## config.mk

```make
export PLATFORM = sky130hd
export DESIGN_NAME = mwc_random_source
export DESIGN_NICKNAME = d
export VERILOG_FILES = /design/src/hw/rtl/mwc_pkg.sv /design/src/hw/rtl/mwc_random_source.sv
export SDC_FILE = /design/constraint.sdc
export NUM_CORES = 1
export LEC_CHECK = 0
export ABC_CLOCK_PERIOD_IN_PS = 11800
export BUFFER_PORTS_ARGS = -buffer_cell sky130_fd_sc_hd__clkbuf_2
export CAP_MARGIN = 25
export CORE_ASPECT_RATIO = 1.4
export CORE_MARGIN = 1.5
export CORE_UTILIZATION = 50
export DETAILED_ROUTE_END_ITERATION = 7
export PLACE_DENSITY = 0.69
export SLEW_MARGIN = 30
export SYNTH_ARGS = -nofsm -noshare
export SYNTH_HDL_FRONTEND = slang
export SYNTH_SLANG_ARGS = --single-unit
```

## constraint.sdc

```tcl
create_clock -name clk_i -period 11.8 [get_ports clk_i]
set_clock_uncertainty 0.15 [all_clocks]
set_input_delay 1.77 -clock clk_i [delete_from_list [all_inputs] [get_ports clk_i]]
set_output_delay 1.77 -clock clk_i [all_outputs]
set_load 0.01 [all_outputs]
```

## src/hw/rtl/mwc_pkg.sv

```systemverilog
// ----------------------------------------------------------------------------
// mwc_pkg: shared constants and the generator step
// Holds the request codes, register indexes, seed reset values and the
// multiply-with-carry half-step used by the random source.
// ----------------------------------------------------------------------------
`default_nettype none

package mwc_pkg;

  localparam int unsigned WordW   = 32;
  localparam int unsigned HalfW   = 16;
  localparam int unsigned FuncW   = 2;
  localparam int unsigned CfgIdxW = 1;
  localparam int unsigned CntW    = 5;

  // Request codes
  localparam logic [FuncW-1:0] FUNC_WORD32  = 2'd0;
  localparam logic [FuncW-1:0] FUNC_PIECE16 = 2'd1;
  localparam logic [FuncW-1:0] FUNC_PIECE8  = 2'd2;
  localparam logic [FuncW-1:0] FUNC_BOUNDED = 2'd3;

  // Register indexes
  localparam logic [CfgIdxW-1:0] REG_SEED_HIGH = 1'b0;
  localparam logic [CfgIdxW-1:0] REG_SEED_LOW  = 1'b1;

  localparam logic [WordW-1:0] SEED_HIGH_RESET = 32'd362436069;
  localparam logic [WordW-1:0] SEED_LOW_RESET  = 32'd521288629;

  localparam logic [HalfW-1:0] MULT_HIGH = 16'd36969;
  localparam logic [HalfW-1:0] MULT_LOW  = 16'd18000;

  // One half step: mult * low16 + high16
  function automatic logic [WordW-1:0] mwc_advance(input logic [WordW-1:0] x,
                                                   input logic [HalfW-1:0] mult);
    logic [WordW-1:0] prod;
    prod = {16'd0, x[HalfW-1:0]} * {16'd0, mult};
    mwc_advance = prod + {16'd0, x[WordW-1:HalfW]};
  endfunction

endpackage

`default_nettype wire

```

## src/hw/rtl/mwc_random_source.sv

```systemverilog
// ----------------------------------------------------------------------------
// mwc_random_source: multiply-with-carry random source
// Serves word, 16-bit piece, 8-bit piece and bounded requests from one
// two-half multiply-with-carry generator.
// ----------------------------------------------------------------------------
// Word and piece requests finish in the accept cycle and their result is
// offered on the next cycle. A bounded request with a nonzero bound normalizes
// the bound one bit per cycle, draws one word per cycle until a word falls
// below the normalized threshold (usually one or two draws), then computes the
// remainder with a restoring divider, one quotient bit per cycle, on a single
// shared 33-bit subtractor. A bound of zero returns zero at once and leaves the
// generator alone.
// One request is in flight at a time; a new request is taken on the cycle after
// the previous result has been taken. Seed writes reload a generator half and
// restart both piece splits.
`default_nettype none

module mwc_random_source
  import mwc_pkg::*;
(
  input  wire                 clk_i,
  input  wire                 rst_ni,
  input  wire                 in_valid_i,
  output logic                in_ready_o,
  input  wire [FuncW-1:0]     func_i,
  input  wire [WordW-1:0]     bound_i,
  output logic                out_valid_o,
  input  wire                 out_ready_i,
  output logic [WordW-1:0]    value_o,
  input  wire                 cfg_we_i,
  input  wire [CfgIdxW-1:0]   cfg_idx_i,
  input  wire [WordW-1:0]     cfg_wdata_i
);

  localparam logic [1:0] S_IDLE = 2'd0;
  localparam logic [1:0] S_NORM = 2'd1;
  localparam logic [1:0] S_DRAW = 2'd2;
  localparam logic [1:0] S_DIV  = 2'd3;

  logic [1:0]       state_q, state_d;
  logic [WordW-1:0] gen_high_q, gen_low_q;
  logic             half_left_q;
  logic [WordW-1:0] half_word_q;
  logic [1:0]       byte_left_q;
  logic [WordW-1:0] byte_word_q;
  logic [WordW-1:0] thr_q, bound_q, val_q, rem_q;
  logic [CntW-1:0]  cnt_q;
  logic             out_valid_q;
  logic [WordW-1:0] out_value_q;

  logic             in_acc, out_acc;
  logic [WordW-1:0] gen_high_nx, gen_low_nx, word_nx;
  logic             advance;

  // shared subtractor
  logic [WordW:0]   sub_a, sub_b;
  logic [WordW+1:0] sub_diff;
  logic             sub_borrow;

  assign in_ready_o  = (state_q == S_IDLE) && !out_valid_q;
  assign in_acc      = in_valid_i && in_ready_o;
  assign out_acc     = out_valid_q && out_ready_i;
  assign out_valid_o = out_valid_q;
  assign value_o     = out_value_q;

  assign gen_high_nx = mwc_advance(gen_high_q, MULT_HIGH);
  assign gen_low_nx  = mwc_advance(gen_low_q, MULT_LOW);
  assign word_nx     = {gen_high_nx[HalfW-1:0], 16'd0} + gen_low_nx;

  always_comb begin
    if (state_q == S_DIV) begin
      sub_a = {rem_q, val_q[WordW-1]};
      sub_b = {1'b0, bound_q};
    end else begin
      sub_a = {1'b0, word_nx};
      sub_b = {1'b0, thr_q};
    end
    sub_diff   = {1'b0, sub_a} - {1'b0, sub_b};
    sub_borrow = sub_diff[WordW+1];
  end

  always_comb begin
    advance = 1'b0;
    if (in_acc) begin
      case (func_i)
        FUNC_WORD32:  advance = 1'b1;
        FUNC_PIECE16: advance = !half_left_q;
        FUNC_PIECE8:  advance = (byte_left_q == 2'd0);
        default:      advance = 1'b0;
      endcase
    end else if (state_q == S_DRAW) begin
      advance = 1'b1;
    end
  end

  always_comb begin
    state_d = state_q;
    case (state_q)
      S_IDLE: begin
        if (in_acc && func_i == FUNC_BOUNDED && bound_i != '0) state_d = S_NORM;
      end
      S_NORM: begin
        if (thr_q[WordW-1]) state_d = S_DRAW;
      end
      S_DRAW: begin
        if (sub_borrow) state_d = S_DIV;
      end
      S_DIV: begin
        if (cnt_q == '0) state_d = S_IDLE;
      end
      default: state_d = S_IDLE;
    endcase
  end

  always_ff @(posedge clk_i or negedge rst_ni) begin
    if (!rst_ni) begin
      state_q     <= S_IDLE;
      gen_high_q  <= SEED_HIGH_RESET;
      gen_low_q   <= SEED_LOW_RESET;
      half_left_q <= 1'b0;
      half_word_q <= '0;
      byte_left_q <= 2'd0;
      byte_word_q <= '0;
      out_valid_q <= 1'b0;
    end else begin
      state_q <= state_d;
      if (out_acc) out_valid_q <= 1'b0;

      if (cfg_we_i) begin
        case (cfg_idx_i)
          REG_SEED_HIGH: gen_high_q <= cfg_wdata_i;
          REG_SEED_LOW:  gen_low_q  <= cfg_wdata_i;
          default:       gen_low_q  <= cfg_wdata_i;
        endcase
        half_left_q <= 1'b0;
        byte_left_q <= 2'd0;
      end else if (advance) begin
        gen_high_q <= gen_high_nx;
        gen_low_q  <= gen_low_nx;
      end

      if (in_acc) begin
        case (func_i)
          FUNC_WORD32: begin
            out_valid_q <= 1'b1;
          end
          FUNC_PIECE16: begin
            half_left_q <= !half_left_q;
            half_word_q <= half_left_q ? (half_word_q >> HalfW) : word_nx;
            out_valid_q <= 1'b1;
          end
          FUNC_PIECE8: begin
            byte_left_q <= byte_left_q - 2'd1;
            byte_word_q <= (byte_left_q != 2'd0) ? (byte_word_q >> 8) : word_nx;
            out_valid_q <= 1'b1;
          end
          default: begin
            // zero bound answers at once
            if (bound_i == '0) out_valid_q <= 1'b1;
          end
        endcase
      end else if (state_q == S_DIV && cnt_q == '0) begin
        out_valid_q <= 1'b1;
      end
    end
  end

  // payload registers
  always_ff @(posedge clk_i) begin
    if (in_acc) begin
      thr_q   <= bound_i;
      bound_q <= bound_i;
      case (func_i)
        FUNC_WORD32:  out_value_q <= word_nx;
        FUNC_PIECE16: out_value_q <= half_left_q ? {16'd0, half_word_q[WordW-1:HalfW]}
                                                 : {16'd0, word_nx[HalfW-1:0]};
        FUNC_PIECE8:  out_value_q <= (byte_left_q != 2'd0) ? {24'd0, byte_word_q[15:8]}
                                                           : {24'd0, word_nx[7:0]};
        default:      out_value_q <= '0;
      endcase
    end
    case (state_q)
      S_NORM: begin
        if (!thr_q[WordW-1]) thr_q <= thr_q << 1;
      end
      S_DRAW: begin
        // redraw until the word falls below the threshold
        val_q <= word_nx;
        rem_q <= '0;
        cnt_q <= CntW'(WordW - 1);
      end
      S_DIV: begin
        rem_q <= sub_borrow ? sub_a[WordW-1:0] : sub_diff[WordW-1:0];
        val_q <= val_q << 1;
        cnt_q <= cnt_q - CntW'(1);
        if (cnt_q == '0) out_value_q <= sub_borrow ? sub_a[WordW-1:0] : sub_diff[WordW-1:0];
      end
      default: begin
      end
    endcase
  end

  a_busy_no_result: assert property (@(posedge clk_i) disable iff (!rst_ni)
    (state_q != S_IDLE) |-> !out_valid_q)
    else $error("result pending while a bounded request is still running");

  a_rem_below_bound: assert property (@(posedge clk_i) disable iff (!rst_ni)
    (state_q == S_DIV) |-> (rem_q < bound_q))
    else $error("partial remainder not below bound");

  a_thr_normalized: assert property (@(posedge clk_i) disable iff (!rst_ni)
    (state_q == S_DRAW) |-> thr_q[WordW-1])
    else $error("drawing against an unnormalized threshold");

  a_zero_bound: assert property (@(posedge clk_i) disable iff (!rst_ni)
    (in_acc && func_i == FUNC_BOUNDED && bound_i == '0)
      |=> (out_valid_q && out_value_q == '0 && state_q == S_IDLE))
    else $error("zero bound did not return zero at once");

  a_gen_hold_idle: assert property (@(posedge clk_i) disable iff (!rst_ni)
    (state_q == S_DIV && !cfg_we_i) |=> $stable(gen_high_q) && $stable(gen_low_q))
    else $error("generator moved during the remainder pass");

endmodule

`default_nettype wire

```

==> impl_metrics.sql, run 1 <==
INSERT INTO impl_metrics (metric_group, metric, value, unit) VALUES
('synthesis', 'post_synth_most_frequent_cells', 'ha_1, inv_1, nand2_1', ''),
('drt', 'drt_pass1_iterations', '5', ''),
('worst_setup_path', 'timing.setup.critical_path_class', 'flip-flop to flip-flop', ''),
('drt', 'route.detailed.drc', '0', ''),
('global_routing', 'grt_first_pass_wirelength', '99.88', 'mm'),
('placement', 'replace_congestion', '0.9200', ''),
('hold_path', 'hold_path_class', 'flip-flop to flip-flop', ''),
('synthesis', 'synthesis.instances', '2470', ''),
('floorplanning', 'dieHeight', '257.6', 'um'),
('synthesis', 'synth_area_leader_cell', 'ha_1', ''),
('synthesis', 'yosys_most_used_dff', 'edfxtp_1', ''),
('worst_setup_path', 'crit_path_max_incr_delay', '0.61', 'ns'),
('floorplanning', 'dieWidth', '184.9', 'um'),
('sta', 'setup_total_negative_slack', '0', 'ns'),
('worst_setup_path', 'critical_path.reg2reg.endpoint', 'rem_q[4]', ''),
('sta', 'timing.final.max_slew_violations', '0', ''),
('worst_setup_path', 'path_common_cell', 'ha_1', ''),
('clock_network', 'clock_tree.root_cell', 'clkbuf_16', ''),
('synthesis', 'synth_cell_types', '91', ''),
('synthesis', 'async_reset_ff_share', '40.00', '%'),
('clock_network', 'cts_sink_count', '275', ''),
('sta', 'max_slew_headroom', '34.75', '%'),
('drt', 'detailedRoute.firstIterationViolations', '1231', ''),
('floorplanning', 'floorplan.initialDensity', '50.50', '%'),
('worst_setup_path', 'crit_path_start_kind', 'flip-flop', ''),
('clock_network', 'number_of_buffers_created_by_cts', '29', ''),
('run', 'drv_cap', '0', ''),
('hold_path', 'holdPathEnd', 'thr_q[0]', ''),
('synthesis', 'synth.yosys.seq_area_share', '30.70', '%'),
('final_layout', 'number_of_antenna_diodes', '0', ''),
('floorplanning', 'row_count', '93', ''),
('sta', 'hold_viol', '0', ''),
('worst_setup_path', 'crit_path_end_kind', 'flip-flop', ''),
('synthesis', 'synthMostInstantiatedCell', 'ha_1', ''),
('hold_path', 'hold_path.startpoint', 'thr_q[0]', ''),
('clock_network', 'tritoncts', 'done', ''),
('drt', 'dr_total_vias', '18600', ''),
('sta', 'max_slew.worst_pin.slew', '0.9787', 'ns'),
('floorplanning', 'num_io_pins', '106', ''),
('floorplanning', 'floorplan.die_area', '0.04763', 'mm2'),
('global_routing', 'overall_fraction_of_global_route_tracks_in_use', '26.70', '%'),
('sta', 'final.period_utilization', '86.30', '%'),
('sta', 'period_minus_slack', '10.18', 'ns'),
('worst_setup_path', 'timing.rr.start', 'gen_low_q[5]', ''),
('outcome', 'result_of_the_run', 'completed', ''),
('final_layout', 'drive_above_1_share', '9.961', '%'),
('floorplanning', 'core', '0.04585', 'mm2'),
('worst_setup_path', 'rrSetupSlack', '1.62', 'ns'),
('global_routing', 'grt_max_degree', '77', ''),
('synthesis', 'netlist_area', '0.02315', 'mm2'),
('worst_setup_path', 'worstPathMaxFanout', '36', ''),
('global_routing', 'grt-ovfl-total', '0', ''),
('clock_network', 'cts_max_level', '1', ''),
('clock_network', 'insertion_delay', '0.57', 'ns'),
('final_layout', 'area_growth_syn_to_layout', '9.089', '%'),
('synthesis', 'synthesis.nets', '2950', ''),
('synthesis', 'yosys-top-cells-area', 'ha_1, edfxtp_1, dfrtp_1, fa_1, dfxtp_1', ''),
('worst_setup_path', 'master_of_the_slowest_instance_on_the_critical_path', 'dfstp_2', ''),
('synthesis', 'synthesis.yosys.warnings', '0', ''),
('synthesis', 'mean_instance_size_in_the_synthesized_netlist', '9.374', 'um2'),
('global_routing', 'antenna_found_initial', '0', ''),
('final_layout', 'nets', '3019', ''),
('synthesis', 'number_of_enable_type_register_cells_in_the_synthesized_netlist', '101', ''),
('worst_setup_path', 'worst-r2r-cell-count', '34', ''),
('final_layout', 'num-fill-cells', '4139', ''),
('sta', 'fmaxAchievable', '98.20', 'MHz'),
('synthesis', 'synthDominantCellAreaShare', '17.24', '%'),
('clock_network', 'cts.clk_slew.worst_paths', '0.06', 'ns'),
('worst_setup_path', 'timing.critical_path.required', '11.97', 'ns'),
('synthesis', 'yosys_register_bits', '275', ''),
('placement', 'buffer_ports.inserted', '105', '');
==> per-stage QoR <==
step                cell area, um2  hold slack (ns)  setup slack, ns  utilization (%)  cells
floorplan                    23150           0.2927            2.951                -   2470
CTS                          25230           0.3237            1.658            55.04   3176
global placement             24290           0.3137            1.897            52.97   3124
global route                 25260           0.3489            1.009            55.10   3177
finish                       25260           0.3223            1.617            55.10   3177
detailed placement           24290           0.3147            1.699            52.98   3124
==> layer usage <==
| metal | vias up | part of all wire [%] | GRT usage (%) | routed length [um] |
|---|---|---|---|---|
| met3 | 151 | 5.9 | 2.806 | 3690 |
| met2 | 617 | 49 | 47.28 | 31020 |
| met5 | - | 0 | 0 | 0 |
| met1 | 9008 | 40 | 32.60 | 25220 |
| met4 | 0 | 4.9 | 11.63 | 3061 |
| li1 | 8823 | - | - | - |
==> worst max-delay path: cells and delay by family, from the launching register on <==
kind | cells | cell delay (ns)
flops | 1 | 0.61
xor+xnor | 2 | 0.63
mux | 1 | 0.40
compound gates | 11 | 2.54
simple gates | 7 | 1.83
fa+ha+maj | 8 | 3.11
buf+inv | 5 | 0.63
==> registers in the layout, indices dropped and copies added, names as in the netlist <==
name,flops
gen_low_q,32
val_q,32
half_word_q,16
state_q,2
half_left_q,1
byte_left_q,2
out_valid_o,1
bound_q,32
cnt_q,5
gen_high_q,32
rem_q,32
byte_word_q,24
thr_q,32
value_o,32
==> cell type report <==
cell class                 count  area (um2)  area share (%)
multi-input combinational   1819       14650           58.00
tap                          617       772.0           3.056
clock buffer                  39       793.3           3.140
sequential                   275        7108           28.14
inverter                     289        1085           4.295
timing repair buffer         125       701.9           2.779
clock inverter                13       148.9          0.5895
==> layout by cell type, fill, tap and decap left out, types with 13 or more instances in the layout <==
master,synthesis,final
o21ai_0,179,179
nor4_1,13,13
dfxtp_1,64,64
nand3_1,26,26
clkbuf_2,0,104
a31oi_1,17,17
o31ai_1,14,14
xor2_1,41,41
inv_1,285,285
clkbuf_16,0,29
a21oi_1,165,164
a21o_1,55,55
fa_1,89,89
o21a_1,23,23
buf_4,1,19
and3_1,16,16
nor2b_1,16,15
nand2_1,227,226
ha_1,319,318
o211ai_1,18,18
nor3_1,14,14
dfstp_2,33,33
edfxtp_1,101,101
mux2i_1,117,117
o21bai_1,18,18
nor2_1,136,135
a221oi_1,19,19
dfrtp_1,77,77
a22o_1,17,17
and2_1,27,27
mux2_2,16,16
xnor2_1,62,62
nand2b_1,28,28
==> cells by family after synthesis <==
family	share of synthesized area, %
fa+ha+maj	24.93
buf+inv	6.257
mux	5.836
simple gates	11.39
compound gates	16.92
flops	30.70
xor+xnor	3.966
==> worst max-delay path by stage <==
stage | startpoint | end | cells after the start
2_1_floorplan | gen_low_q[5] | rem_q[10] | 36
3_3_place_gp | gen_low_q[5] | rem_q[4] | 34
3_5_place_dp | gen_low_q[7] | rem_q[4] | 33
4_1_cts | gen_low_q[5] | rem_q[4] | 34
5_1_grt | gen_low_q[5] | rem_q[4] | 34
6_report | gen_low_q[5] | rem_q[4] | 34
Power of run 1 is left out: the tool's default activity adds up to more than one toggle a clock period on the data nets, which glitch-free logic cannot reach.
==> run 2: changes to the inputs <==
Settings changed: CTS_BUF_LIST set to sky130_fd_sc_hd__clkbuf_8.
==> run 2 against run 1 <==
Design area fell by 0.14%. Sequential share of layout area barely moved. Wire length increased by 0.37%. Via count is 0.23% higher. Setup slack better by 0.0016 ns. Global-route usage increased by 0.060 points. Count of clock-buffer cells in the layout up 16. Cell count up 0.94%. Non-clock buffer count unchanged. Fmax is essentially flat. Core utilization down 0.079 points. Critical path type unchanged. Highest routed layer unchanged.
==> impl_metrics.sql, run 2 (same netlist as run 1, synthesis figures left out) <==
INSERT INTO impl_metrics (metric_group, metric, value, unit) VALUES
('final_layout', 'area_growth_syn_to_layout', '8.932', '%'),
('floorplanning', 'floorplan.initialDensity', '50.50', '%'),
('final_layout', 'finalNonFillerCells', '3207', ''),
('clock_network', 'tritoncts', 'done', ''),
('placement', 'placed_cells', '3124', ''),
('clock_network', 'cts_repair_resize_count', '0', ''),
('sta', 'hold_viol', '0', ''),
('run', 'drv_cap', '0', ''),
('worst_setup_path', 'crit_path_max_incr_delay', '0.61', 'ns'),
('final_layout', 'final_cell_mix', 'ha_1, inv_1, nand2_1', ''),
('sta', 'timing.final.max_slew_violations', '0', ''),
('global_routing', 'first_global_vias', '18740', ''),
('drt', 'detailedRoute.firstIterationViolations', '1286', ''),
('sta', 'period_minus_slack', '10.18', 'ns'),
('placement', 'detailed_place_hpwl', '50.27', 'mm'),
('final_layout', 'final_util', '55.02', '%'),
('drt', 'drt.antenna.violating_nets', '0', ''),
('drt', 'drt-wirelength-per-cell', '19.71', 'um'),
('clock_network', 'post_cts_buffers', '0', ''),
('drt', 'dr_total_vias', '18640', ''),
('worst_setup_path', 'timing.setup.critical_path_class', 'flip-flop to flip-flop', ''),
('worst_setup_path', 'path_common_cell', 'ha_1', ''),
('clock_network', 'cts_max_level', '2', ''),
('worst_setup_path', 'timing.critical_path.required', '11.99', 'ns'),
('global_routing', 'antenna_found_initial', '0', ''),
('placement', 'buffer_ports.inserted', '105', ''),
('drt', 'drt_wl_total', '63.22', 'mm'),
('floorplanning', 'floorplan.die_area', '0.04763', 'mm2'),
('floorplanning', 'dieHeight', '257.6', 'um'),
('clock_network', 'cts_sink_count', '275', ''),
('final_layout', 'drive_above_1_share', '10.69', '%'),
('global_routing', 'grt_max_degree', '77', ''),
('clock_network', 'number_of_buffers_created_by_cts', '45', ''),
('sta', 'max_slew.worst_pin.slew', '0.9769', 'ns'),
('drt', 'drt_pass1_iterations', '5', ''),
('floorplanning', 'num_io_pins', '106', ''),
('floorplanning', 'core', '0.04585', 'mm2'),
('clock_network', 'cts.clk_slew.worst_paths', '0.06', 'ns'),
('worst_setup_path', 'crit_path_start_kind', 'flip-flop', ''),
('sta', 'rsz0062_at_grt', 'no', ''),
('hold_path', 'hold_path_class', 'flip-flop to flip-flop', ''),
('floorplanning', 'dieWidth', '184.9', 'um'),
('worst_setup_path', 'rrSetupSlack', '1.62', 'ns'),
('sta', 'setup-violations-final', '0', ''),
('clock_network', 'cts_hold_buffers', '0', ''),
('worst_setup_path', 'worst_ep_arrival_time', '10.37', 'ns'),
('global_routing', 'overall_fraction_of_global_route_tracks_in_use', '26.76', '%'),
('sta', 'hold_ws', '0.3198', 'ns'),
('placement', 'replace_congestion', '0.9200', ''),
('global_routing', 'grt_first_pass_wirelength', '99.94', 'mm'),
('sta', 'max_slew_headroom', '34.87', '%'),
('clock_network', 'insertion_delay', '0.61', 'ns'),
('floorplanning', 'row_count', '93', ''),
('global_routing', 'grt-ovfl-total', '0', ''),
('sta', 'fmaxAchievable', '98.22', 'MHz'),
('final_layout', 'most_common_cell_after_layout_fill_and_taps_aside', 'ha_1', ''),
('clock_network', 'cts_max_path_buffers', '3', ''),
('clock_network', 'clock_tree.root_cell', 'clkbuf_8', ''),
('final_layout', 'nets', '3035', ''),
('sta', 'setup_total_negative_slack', '0', 'ns'),
('outcome', 'result_of_the_run', 'completed', ''),
('worst_setup_path', 'master_of_the_slowest_instance_on_the_critical_path', 'or4b_4', ''),
('drt', 'route.detailed.drc', '0', ''),
('final_layout', 'number_of_antenna_diodes', '0', ''),
('sta', 'final.period_utilization', '86.28', '%'),
('worst_setup_path', 'crit_path_end_kind', 'flip-flop', ''),
('worst_setup_path', 'worstPathMaxFanout', '36', ''),
('drt', 'routed_via_density', '5.813', '');
-- run 2: path summary, 6_finish.rpt --
kind,start,end,cells after the start
max in group asynchronous,rst_ni,gen_low_q[6],2
worst min register to register,thr_q[0],thr_q[0],2
worst min-delay path,thr_q[0],thr_q[0],2
min in group asynchronous,rst_ni,gen_high_q[25],1
worst max register to register,gen_low_q[5],rem_q[4],34
worst max-delay path,gen_low_q[5],rem_q[4],34
-- run 2: area by class of cell --
cell class                      count  area, um2
Tap cell                          617      772.0
Timing Repair Buffer              125      701.9
Inverter                          289       1085
Clock buffer                       55      757.0
Clock inverter                     27      148.9
Fill cell                        4174      20620
Sequential cell                   275       7108
Multi-Input combinational cell   1819      14650
-- run 2: routing by layer --
metal  track usage, %  routed length (um)  vias to the layer above
li1                 -                   -                     8850
met1            32.64               25590                     9035
met2            47.20               31070                      607
met3            2.962                3438                      150
met4            11.92                3116                        0
met5                0                   0                        -
-- run 2: critical path: cells and delay by family (launching register included) --
family / cells / cell delay (ns)
compound gates: 11 / 2.54
xor+xnor: 2 / 0.64
fa+ha+maj: 8 / 3.11
buf+inv: 5 / 0.63
flops: 1 / 0.60
mux: 1 / 0.40
simple gates: 7 / 1.83
-- run 2: per-stage QoR --
stage	instance area, um2	setup slack [ns]
6_report	25220	1.619
4_1_cts	25200	1.657
3_3_place_gp	24290	1.897
5_1_grt	25220	0.9982
3_5_place_dp	24290	1.699
2_1_floorplan	23150	2.951
Power of run 2 is left out for the same reason.
==> run 3: changes to the inputs <==
Settings changed: ABC_CLOCK_PERIOD_IN_PS 11800 to 10570, BUFFER_PORTS_ARGS -buffer_cell sky130_fd_sc_hd__clkbuf_2 to not set, CTS_BUF_LIST sky130_fd_sc_hd__clkbuf_8 to not set, DONT_BUFFER_PORTS set to 1, PLACE_DENSITY 0.69 to 0.67.
Clock period 11.8 ns to 10.57 ns, I/O delays scaled along.
==> run 3 against run 2 <==
Global-route usage rose by 0.10 points. Cell count fell by 3.8%. Fmax rose by 2.7%. Die area did not move. Sequential share of layout area rose by 0.42 points. Via count fell by 3.5%. Design area fell by 1.5%. Core utilization fell by 0.81 points. Highest routed layer is now met5.
==> impl_metrics.sql, run 3 (same netlist as run 1, synthesis figures left out) <==
INSERT INTO impl_metrics (metric_group, metric, value, unit) VALUES
('sta', 'rsz0062_at_grt', 'no', ''),
('clock_network', 'cts_hold_buffers', '0', ''),
('floorplanning', 'floorplan.die_area', '0.04763', 'mm2'),
('final_layout', 'final_cell_mix', 'ha_1, inv_1, nand2_1', ''),
('final_layout', 'area_growth_syn_to_layout', '7.322', '%'),
('floorplanning', 'floorplan.initialDensity', '50.50', '%'),
('final_layout', 'nets', '2922', ''),
('clock_network', 'clock_tree.root_cell', 'clkbuf_16', ''),
('clock_network', 'cts_sink_count', '275', ''),
('clock_network', 'cts.clk_slew.worst_paths', '0.06', 'ns'),
('hold_path', 'hold_path_class', 'flip-flop to flip-flop', ''),
('worst_setup_path', 'master_of_the_slowest_instance_on_the_critical_path', 'dfstp_2', ''),
('global_routing', 'grt_first_pass_wirelength', '100.2', 'mm'),
('placement', 'detailed_place_hpwl', '50.52', 'mm'),
('global_routing', 'grt-ovfl-total', '0', ''),
('final_layout', 'layout.cell_area.non_filler', '0.02485', 'mm2'),
('drt', 'routed_via_density', '5.831', ''),
('outcome', 'result_of_the_run', 'completed', ''),
('worst_setup_path', 'timing.critical_path.required', '10.75', 'ns'),
('worst_setup_path', 'crit_path_end_kind', 'flip-flop', ''),
('drt', 'drt_wl_total', '63.56', 'mm'),
('sta', 'setup-violations-final', '0', ''),
('worst_setup_path', 'crit_path_max_incr_delay', '0.62', 'ns'),
('placement', 'buffer_ports.inserted', '0', ''),
('drt', 'drt_pass1_iterations', '8', ''),
('floorplanning', 'num_io_pins', '106', ''),
('floorplanning', 'dieWidth', '184.9', 'um'),
('global_routing', 'grt_max_degree', '111', ''),
('clock_network', 'cts_max_path_buffers', '3', ''),
('sta', 'max_slew_headroom', '38.38', '%'),
('clock_network', 'number_of_buffers_created_by_cts', '30', ''),
('floorplanning', 'row_count', '93', ''),
('worst_setup_path', 'timing.setup.critical_path_class', 'flip-flop to flip-flop', ''),
('drt', 'dr_total_vias', '17990', ''),
('worst_setup_path', 'path_common_cell', 'ha_1', ''),
('global_routing', 'overall_fraction_of_global_route_tracks_in_use', '26.86', '%'),
('placement', 'replace_congestion', '0.9313', ''),
('sta', 'final.period_utilization', '93.78', '%'),
('worst_setup_path', 'timing.rr.start', 'gen_low_q[5]', ''),
('drt', 'drt-wirelength-per-cell', '20.60', 'um'),
('drt', 'route.detailed.drc', '0', ''),
('sta', 'max_slew.worst_pin.slew', '0.9243', 'ns'),
('clock_network', 'insertion_delay', '0.58', 'ns'),
('worst_setup_path', 'crit_path_start_kind', 'flip-flop', ''),
('sta', 'fmaxAchievable', '100.9', 'MHz'),
('hold_path', 'hold_path.startpoint', 'thr_q[0]', ''),
('worst_setup_path', 'worst_ep_arrival_time', '10.09', 'ns'),
('drt', 'detailedRoute.firstIterationViolations', '1140', ''),
('global_routing', 'antenna_found_initial', '5', ''),
('final_layout', 'most_common_cell_after_layout_fill_and_taps_aside', 'ha_1', ''),
('run', 'drv_cap', '0', ''),
('final_layout', 'final_util', '54.20', '%'),
('sta', 'setup_total_negative_slack', '0', 'ns'),
('drt', 'drt.antenna.violating_nets', '0', ''),
('sta', 'period_minus_slack', '9.913', 'ns'),
('floorplanning', 'dieHeight', '257.6', 'um'),
('final_layout', 'drive_above_1_share', '6.448', '%'),
('sta', 'hold_viol', '0', ''),
('worst_setup_path', 'setup.worst_path.start', 'gen_low_q[5]', ''),
('clock_network', 'cts_max_level', '1', ''),
('sta', 'timing.final.max_slew_violations', '0', ''),
('clock_network', 'tritoncts', 'done', ''),
('global_routing', 'first_global_vias', '18570', ''),
('placement', 'detailed_place.area', '0.02384', 'mm2'),
('worst_setup_path', 'worstPathMaxFanout', '36', ''),
('floorplanning', 'core', '0.04585', 'mm2');
[run 3: path summary, 6_finish.rpt]
path                                  end  slack (ns)  cells past startpoint
setup / recovery                 rem_q[4]        0.66                     35
hold / removal                   thr_q[0]        0.32                      2
setup reg to reg                 rem_q[4]        0.66                     35
hold reg to reg                  thr_q[0]        0.32                      2
max in group asynchronous    gen_low_q[2]        9.42                      0
min in group asynchronous  gen_high_q[15]        0.55                      0
[run 3: what timing repair did]
item / in CTS / in global routing
gates resized for setup: 0 / 2
buffers inserted: 0 / 2
endpoints found under the setup margin: 0 / 3
[run 3: worst max-delay path, delay by kind of cell (launching register included)]
| kind | cells | cell delay [ns] |
|---|---|---|
| adder cells (fa/ha/maj) | 8 | 3.22 |
| AO/OA/AOI/OAI | 11 | 2.45 |
| AND/OR/NAND/NOR | 7 | 1.77 |
| buffers and inverters | 6 | 0.64 |
| flip-flops | 1 | 0.62 |
| XOR/XNOR | 2 | 0.43 |
| multiplexers | 1 | 0.37 |
[run 3: routing by layer]
metal	global-route usage (%)	up-vias	wire length (um)
li1	-	8625	-
met1	30.72	8667	24580
met2	47.66	540	31500
met3	6.205	157	4563
met4	11.27	4	2891
met5	0	-	28
[run 3: per-stage QoR]
| step | instances | hold WS (ns) | setup WS, ns |
|---|---|---|---|
| 2_1_floorplan | 2470 | 0.2927 | 1.721 |
| 3_3_place_gp | 3022 | 0.3121 | 0.7897 |
| 3_5_place_dp | 3024 | 0.3207 | 0.5910 |
| 4_1_cts | 3080 | 0.3296 | 0.5031 |
| 5_1_grt | 3083 | 0.3538 | 0.1306 |
| 6_report | 3086 | 0.3221 | 0.6573 |
[run 3: cell type report]
cell class,instances,area [um2]
Antenna cell,3,7.507
Clock buffer,38,812.0
Clock inverter,18,137.6
Fill cell,4225,21000
Inverter,289,1086
Multi-Input combinational cell,1819,14670
Sequential cell,275,7108
Tap cell,617,772.0
Timing Repair Buffer,27,255.2
Power of run 3 is left out for the same reason.
